==> config.mk <==
export PLATFORM = sky130hd
export DESIGN_NAME = keyed_edge_list_table_top
export DESIGN_NICKNAME = d
export VERILOG_FILES = /design/src/rtl/core/kel_pkg.sv /design/src/rtl/core/kel_cell.sv /design/src/rtl/core/keyed_edge_list_table_top.sv
export SDC_FILE = /design/constraint.sdc
export NUM_CORES = 2
export LEC_CHECK = 0
export ABC_AREA = 1
export BUFFER_PORTS_ARGS = -buffer_cell sky130_fd_sc_hd__buf_2
export CORE_ASPECT_RATIO = 1.25
export CORE_MARGIN = 2
export CORE_UTILIZATION = 45
export DETAILED_ROUTE_END_ITERATION = 10
export PLACE_DENSITY = 0.62
export SETUP_SLACK_MARGIN = 0.1
export SKIP_CTS_REPAIR_TIMING = 1
export SLEW_MARGIN = 0
export SYNTH_ARGS = -nofsm -noshare
export SYNTH_HDL_FRONTEND = slang
export SYNTH_SLANG_ARGS = --single-unit
==> constraint.sdc <==
create_clock -name clk -period 11.2 [get_ports clk]
set_input_delay 1.68 -clock clk [delete_from_list [all_inputs] [get_ports clk]]
set_output_delay 1.68 -clock clk [all_outputs]
set_load 0.02 [all_outputs]
==> src/rtl/core/kel_pkg.sv <==
// Package: shared types and constants for the keyed edge list table.
`timescale 1ns / 1ps
package kel_pkg;

  localparam int CAPACITY = 16;
  localparam int CNT_W    = $clog2(CAPACITY + 1);
  localparam int KEY_W    = 31;
  localparam int WGT_W    = 64;
  localparam int FUNC_W   = 2;
  localparam int STAT_W   = 2;
  localparam int ECNT_W   = 5;
  localparam int IN_W     = 104;
  localparam int OUT_W    = 72;

  typedef enum logic [FUNC_W-1:0] {
    FUNC_ADD    = 2'd0,
    FUNC_UPDATE = 2'd1,
    FUNC_REMOVE = 2'd2,
    FUNC_NOP    = 2'd3
  } func_t;

  typedef enum logic [STAT_W-1:0] {
    ST_OK   = 2'd0,
    ST_WARN = 2'd1,
    ST_FULL = 2'd2,
    ST_RSVD = 2'd3
  } status_t;

  typedef struct packed {
    logic             fire;
    func_t            op;
    logic [KEY_W-1:0] key;
    logic [WGT_W-1:0] weight;
    logic             add_ok;
    logic             rm_ok;
  } kel_req_t;

  typedef struct packed {
    logic occ;
    logic tail;
  } kel_slot_t;

endpackage

==> src/rtl/core/kel_cell.sv <==
// One table entry: key and weight, key compare, neighbor shift on remove.
`timescale 1ns / 1ps
module kel_cell
  import kel_pkg::*;
(
  input  logic             clk,
  input  kel_req_t         req,
  input  kel_slot_t        slot,
  input  logic             prior_hit,
  input  logic [KEY_W-1:0] up_key,
  input  logic [WGT_W-1:0] up_weight,
  output logic             hit,
  output logic             chain_hit,
  output logic [KEY_W-1:0] key_o,
  output logic [WGT_W-1:0] weight_o
);

  logic [KEY_W-1:0] key_r, key_nxt;
  logic [WGT_W-1:0] weight_r, weight_nxt;

  assign hit       = slot.occ && (key_r == req.key);
  assign chain_hit = prior_hit || hit;
  assign key_o     = key_r;
  assign weight_o  = weight_r;

  always_comb begin
    key_nxt    = key_r;
    weight_nxt = weight_r;
    if (req.fire) begin
      unique case (req.op)
        FUNC_ADD: begin
          if (req.add_ok && slot.tail) begin
            key_nxt    = req.key;
            weight_nxt = req.weight;
          end
        end
        FUNC_UPDATE: begin
          if (hit) begin
            weight_nxt = req.weight;
          end
        end
        FUNC_REMOVE: begin
          if (req.rm_ok && chain_hit) begin
            key_nxt    = up_key;
            weight_nxt = up_weight;
          end
        end
        default: begin
        end
      endcase
    end
  end

  always_ff @(posedge clk) begin
    key_r    <= key_nxt;
    weight_r <= weight_nxt;
  end

endmodule

==> src/rtl/core/keyed_edge_list_table_top.sv <==
// Top level: request register, row of entry cells, count and result register.
//
//  channel | dir | ports                       | accepted when
//  in      | in  | in_tvalid/in_tready/in_tdata | in_tvalid && in_tready
//  out     | out | out_tvalid/out_tready/out_tdata | out_tvalid && out_tready
//
//  A request is registered on accept and resolved by the cell row when the
//  output is free (all keys compared at once, shift by one place on remove).
//  One request per cycle while not stalled: request, then result register.
//  Reset clears the count and the valid flags; cell contents are left as is.
//  A stalled result holds the request register, which holds in_tready low.
`timescale 1ns / 1ps
module keyed_edge_list_table_top
  import kel_pkg::*;
(
  input  logic             clk,
  input  logic             rst_n,
  input  logic             in_tvalid,
  output logic             in_tready,
  input  logic [IN_W-1:0]  in_tdata,   // func[1:0], neighbor_key[32:2], new_weight[96:33]
  output logic             out_tvalid,
  input  logic             out_tready,
  output logic [OUT_W-1:0] out_tdata   // status[1:0], previous_weight[65:2],
                                       // previous_valid[66], entry_count[71:67]
);

  logic             req_v_r;
  func_t            req_op_r;
  logic [KEY_W-1:0] req_key_r;
  logic [WGT_W-1:0] req_wgt_r;
  logic [CNT_W-1:0] count_r, count_nxt;
  logic             out_tvalid_r;
  logic [OUT_W-1:0] out_tdata_r, out_tdata_nxt;

  logic             proc_fire;
  logic             in_fire;
  logic             any_hit;
  logic             full;
  logic [WGT_W-1:0] prev_wgt;
  status_t          status;
  logic             pvalid;
  kel_req_t         req;

  logic [CAPACITY-1:0]  hit_v;
  logic [CAPACITY:0]    chain_v;
  logic [KEY_W-1:0]     key_v    [CAPACITY];
  logic [WGT_W-1:0]     weight_v [CAPACITY];
  kel_slot_t            slot_v   [CAPACITY];

  assign proc_fire = req_v_r && (!out_tvalid_r || out_tready);
  assign in_tready = !req_v_r || proc_fire;
  assign in_fire   = in_tvalid && in_tready;

  assign any_hit = |hit_v;
  assign full    = (count_r == CNT_W'(CAPACITY));

  assign req.fire   = proc_fire;
  assign req.op     = req_op_r;
  assign req.key    = req_key_r;
  assign req.weight = req_wgt_r;
  assign req.add_ok = !any_hit && !full;
  assign req.rm_ok  = any_hit;

  assign chain_v[0] = 1'b0;

  for (genvar i = 0; i < CAPACITY; i++) begin : g_cell
    assign slot_v[i].occ  = (count_r > CNT_W'(i));
    assign slot_v[i].tail = (count_r == CNT_W'(i));

    if (i == CAPACITY - 1) begin : g_last
      kel_cell u_cell (
        .clk       (clk),
        .req       (req),
        .slot      (slot_v[i]),
        .prior_hit (chain_v[i]),
        .up_key    (key_v[i]),
        .up_weight (weight_v[i]),
        .hit       (hit_v[i]),
        .chain_hit (chain_v[i+1]),
        .key_o     (key_v[i]),
        .weight_o  (weight_v[i])
      );
    end else begin : g_mid
      kel_cell u_cell (
        .clk       (clk),
        .req       (req),
        .slot      (slot_v[i]),
        .prior_hit (chain_v[i]),
        .up_key    (key_v[i+1]),
        .up_weight (weight_v[i+1]),
        .hit       (hit_v[i]),
        .chain_hit (chain_v[i+1]),
        .key_o     (key_v[i]),
        .weight_o  (weight_v[i])
      );
    end
  end

  always_comb begin
    prev_wgt = '0;
    for (int i = 0; i < CAPACITY; i++) begin
      prev_wgt = prev_wgt | (weight_v[i] & {WGT_W{hit_v[i]}});
    end
  end

  always_comb begin
    status    = ST_WARN;
    pvalid    = 1'b0;
    count_nxt = count_r;
    unique case (req_op_r)
      FUNC_ADD: begin
        if (any_hit) begin
          status = ST_WARN;
        end else if (full) begin
          status = ST_FULL;
        end else begin
          status    = ST_OK;
          count_nxt = count_r + CNT_W'(1);
        end
      end
      FUNC_UPDATE: begin
        if (any_hit) begin
          status = ST_OK;
          pvalid = 1'b1;
        end
      end
      FUNC_REMOVE: begin
        if (any_hit) begin
          status    = ST_OK;
          pvalid    = 1'b1;
          count_nxt = count_r - CNT_W'(1);
        end
      end
      default: begin
      end
    endcase
    out_tdata_nxt = {ECNT_W'(count_nxt), pvalid, prev_wgt & {WGT_W{pvalid}}, status};
  end

  always_ff @(posedge clk) begin
    if (!rst_n) begin
      req_v_r      <= 1'b0;
      count_r      <= '0;
      out_tvalid_r <= 1'b0;
    end else begin
      if (in_fire) begin
        req_v_r <= 1'b1;
      end else if (proc_fire) begin
        req_v_r <= 1'b0;
      end
      if (proc_fire) begin
        count_r      <= count_nxt;
        out_tvalid_r <= 1'b1;
      end else if (out_tready) begin
        out_tvalid_r <= 1'b0;
      end
    end
  end

  always_ff @(posedge clk) begin
    if (in_fire) begin
      req_op_r  <= func_t'(in_tdata[1:0]);
      req_key_r <= in_tdata[32:2];
      req_wgt_r <= in_tdata[96:33];
    end
    if (proc_fire) begin
      out_tdata_r <= out_tdata_nxt;
    end
  end

  assign out_tvalid = out_tvalid_r;
  assign out_tdata  = out_tdata_r;

  a_count_bound: assert property (@(posedge clk) disable iff (!rst_n)
    count_r <= CNT_W'(CAPACITY))
    else $error("entry count above capacity");

  a_unique_hit: assert property (@(posedge clk) disable iff (!rst_n)
    req_v_r |-> $onehot0(hit_v))
    else $error("key matched in more than one entry");

  a_add_count: assert property (@(posedge clk) disable iff (!rst_n)
    (proc_fire && req_op_r == FUNC_ADD && !any_hit && !full)
      |=> count_r == $past(count_r) + CNT_W'(1))
    else $error("count not advanced after add");

  a_remove_count: assert property (@(posedge clk) disable iff (!rst_n)
    (proc_fire && req_op_r == FUNC_REMOVE && any_hit)
      |=> count_r == $past(count_r) - CNT_W'(1))
    else $error("count not dropped after remove");

endmodule

==> flow_summary.json <==
{
  "cts_sinks": 1696,
  "synth_edf_count": 1689,
  "synth_cell_type_count": 57,
  "drt_pass1_iterations": 7,
  "cp.arrival_ns": 6.82,
  "path_class": "reg -> reg",
  "relSlewSlack_pct": 8.17,
  "synth_area_per_cell_um2": 10.2,
  "cp.required_ns": 11.67,
  "rsz0062_at_grt": "false",
  "yosys_warnings": 0,
  "status": "finished clean",
  "period_minus_slack_ns": 6.35,
  "ys_seq_area_share_pct": 64.5,
  "dp_slack_ns": 5.00,
  "placementRows": 171,
  "dr_wl_met2_um": 127000,
  "syn2layout_area_growth_pct": 10.8,
  "portBuffers": 174,
  "clockBufferDepth": 3,
  "clk_pin_slew_ns": 0.06,
  "total_power_w": 0.0141,
  "syn_inst": 7698,
  "ys_ff_latch": 1696,
  "cts_tree": "done",
  "hold_path.class": "reg -> reg",
  "drt_iter0_drc": 8223,
  "drc": 0,
  "ir_worst_vdd_uv": 141,
  "antenna_found_initial": 10,
  "wl_met3_um": 26800,
  "worst_pin_slew_ns": 1.36,
  "grt_max_degree": 212,
  "dp_cells": 9878,
  "gp_congestion": 0.963,
  "async_flop_share_pct": 0,
  "cap_violations": 0,
  "worst-path-max-fanout": 44,
  "via_count": 59784,
  "die_x_um": 379,
  "setup_ws_ns": 4.85,
  "syn_nets": 7816,
  "synthFlopType": "edfxtp_1",
  "wl_met1_um": 97900,
  "cts-root-buf": "clkbuf_16",
  "max_freq_ghz": 0.158,
  "critPathLaunchType": "register",
  "die_area_um2": 179000,
  "slew_viol_final": 0,
  "p_leak_nw": 33.9,
  "grt_pass1_wl_um": 391000,
  "skew_ns": 0.0645,
  "h-tree-depth": 4,
  "highest_layer": "met5",
  "syn-cell-area_um2": 78900,
  "avgRoutedWirePerCell_um": 26.8,
  "cts_buffers": 173,
  "setup-violations-final": 0,
  "clkLatencyLatePin_ns": 0.87,
  "grt_pass1_vias": 57845,
  "post_drt_via_cell_ratio": 5.86,
  "grt_overflow": 0,
  "coreArea_um2": 174000,
  "fin_cells": 10196,
  "finalWirelength_um": 273000,
  "grtUsageTotal_pct": 30.3,
  "dieHeight_um": 472,
  "fin_crit_sh_pct": 56.7,
  "initial_core_util_pct": 45.4,
  "powerDensity_nw_per_um2": 161,
  "tns_ns": 0,
  "drive_gt1_share_pct": 8.32,
  "end_kind": "register",
  "post-dp-hpwl_um": 166000,
  "hold_viol_final": 0,
  "io_pins": 182,
  "nets": 7836,
  "antenna_left": 0
}
through the flow:
stage          hold slack, ns  cell area (um2)  utilization [%]
2_1_floorplan           0.427            78900                -
3_3_place_gp            0.433            81900             47.1
3_5_place_dp            0.432            81900             47.1
4_1_cts                 0.444            87400             50.2
5_1_grt                 0.455            87400             50.2
6_report                0.446            87400             50.3
path summary, 6_finish.rpt:
check	end	startpoint	cells past startpoint	slack, ns
setup / recovery	g_cell[4].g_mid.u_cell.weight_o[50]	req_key_r[15]	20	4.85
hold reg to reg	g_cell[15].g_last.u_cell.weight_o[58]	req_wgt_r[58]	0	0.45
hold / removal	g_cell[15].g_last.u_cell.weight_o[58]	req_wgt_r[58]	0	0.45
setup reg to reg	g_cell[4].g_mid.u_cell.weight_o[50]	req_key_r[15]	20	4.85
state kept, by name (all words and copies together) (netlist names):
name and cells:
g_cell.g_mid.u_cell.weight_o 960, g_cell.g_mid.u_cell.key_o 465, out_tdata 72, g_cell.g_last.u_cell.weight_o 64, req_wgt_r 64, g_cell.g_last.u_cell.key_o 31, req_key_r 31, count_r 5
req_op_r 2, out_tvalid 1, req_v_r 1
synth_stat cells, types with 51 or more instances:
master    instances  share of area [%]
inv_1          1132                5.4
nand3_1          60               0.38
nand2_1        1768                8.4
o22ai_1         378                3.0
edfxtp_1       1689                 64
clkbuf_1        319                1.5
a31oi_1          51               0.40
o21ai_0        1145                7.3
a221oi_1         68               0.75
nand4_1          54               0.43
nor2_1          387                1.8
xnor2_1         187                2.1
xor2_1           53               0.59
layout make-up:
class	count	area [um2]
clock buffers	212	4480
diodes	5	12.5
clock inverters	101	973
multi-input cells	4380	21900
inverters	1177	4450
flip-flops and latches	1696	50900
fillers	15545	86500
repair buffers	290	1790
well taps	2335	2920
cells by family after synthesis:
family                   after synthesis  share of synthesized area (%)
AND/OR/NAND/NOR                     2395                           12.2
AO/OA/AOI/OAI                       1733                           12.2
flip-flops                          1696                           64.5
buffers and inverters               1622                           8.24
XOR/XNOR                             242                           2.71
adder cells (fa/ha/maj)               10                          0.159
critical path, cell delays in order, from the launching register on:
cell	delay [ns]
edfxtp_1	0.36
buf_4	0.29
inv_2	0.39
nand2_1	0.09
nand4_1	0.18
nor2_1	0.10
nand2_1	0.07
nor2_1	0.06
nand2_4	0.45
buf_4	0.74
nand2_1	0.14
nor2_2	0.18
nand2_1	0.08
nor2_2	0.13
nand2_4	0.15
nor2_4	0.15
nand2_1	0.10
o21ai_0	0.16
o21ai_1	0.21
nor2_4	0.79
buf_4	0.89
routing by layer:
layer / up-vias / track usage, %
li1: 26169 / -
met1: 28981 / 37.3
met2: 3755 / 48.3
met3: 877 / 5.61
met4: 2 / 20.8
met5: - / 0
power breakdown:
part | total [W] | internal, W | leakage (nW) | switching (W)
logic | 0.00106 | 0.000242 | 15.8 | 0.000814
registers | 0.00733 | 0.00725 | 15.5 | 0.0000786
clock network | 0.00572 | 0.00313 | 2.65 | 0.00258
placed cells by master, fill, tap and decap left out, types with 33 or more instances in the layout:
cell type  synthesis  layout
clkbuf_1         319      39
xor2_1            53      53
buf_4             33     112
clkbuf_16          0     173
nor2_1           387     359
a221oi_1          68      68
inv_1           1132    1131
clkinv_1           6      47
xnor2_1          187     187
nand2_1         1768    1768
inv_2             38      33
nand3_1           60      55
edfxtp_1        1689    1689
buf_2             35     174
o21ai_0         1145    1145
a31oi_1           51      51
nor4_1            46      46
o22ai_1          378     378
nand4_1           54      54
(Power assumes the default switching activity.)
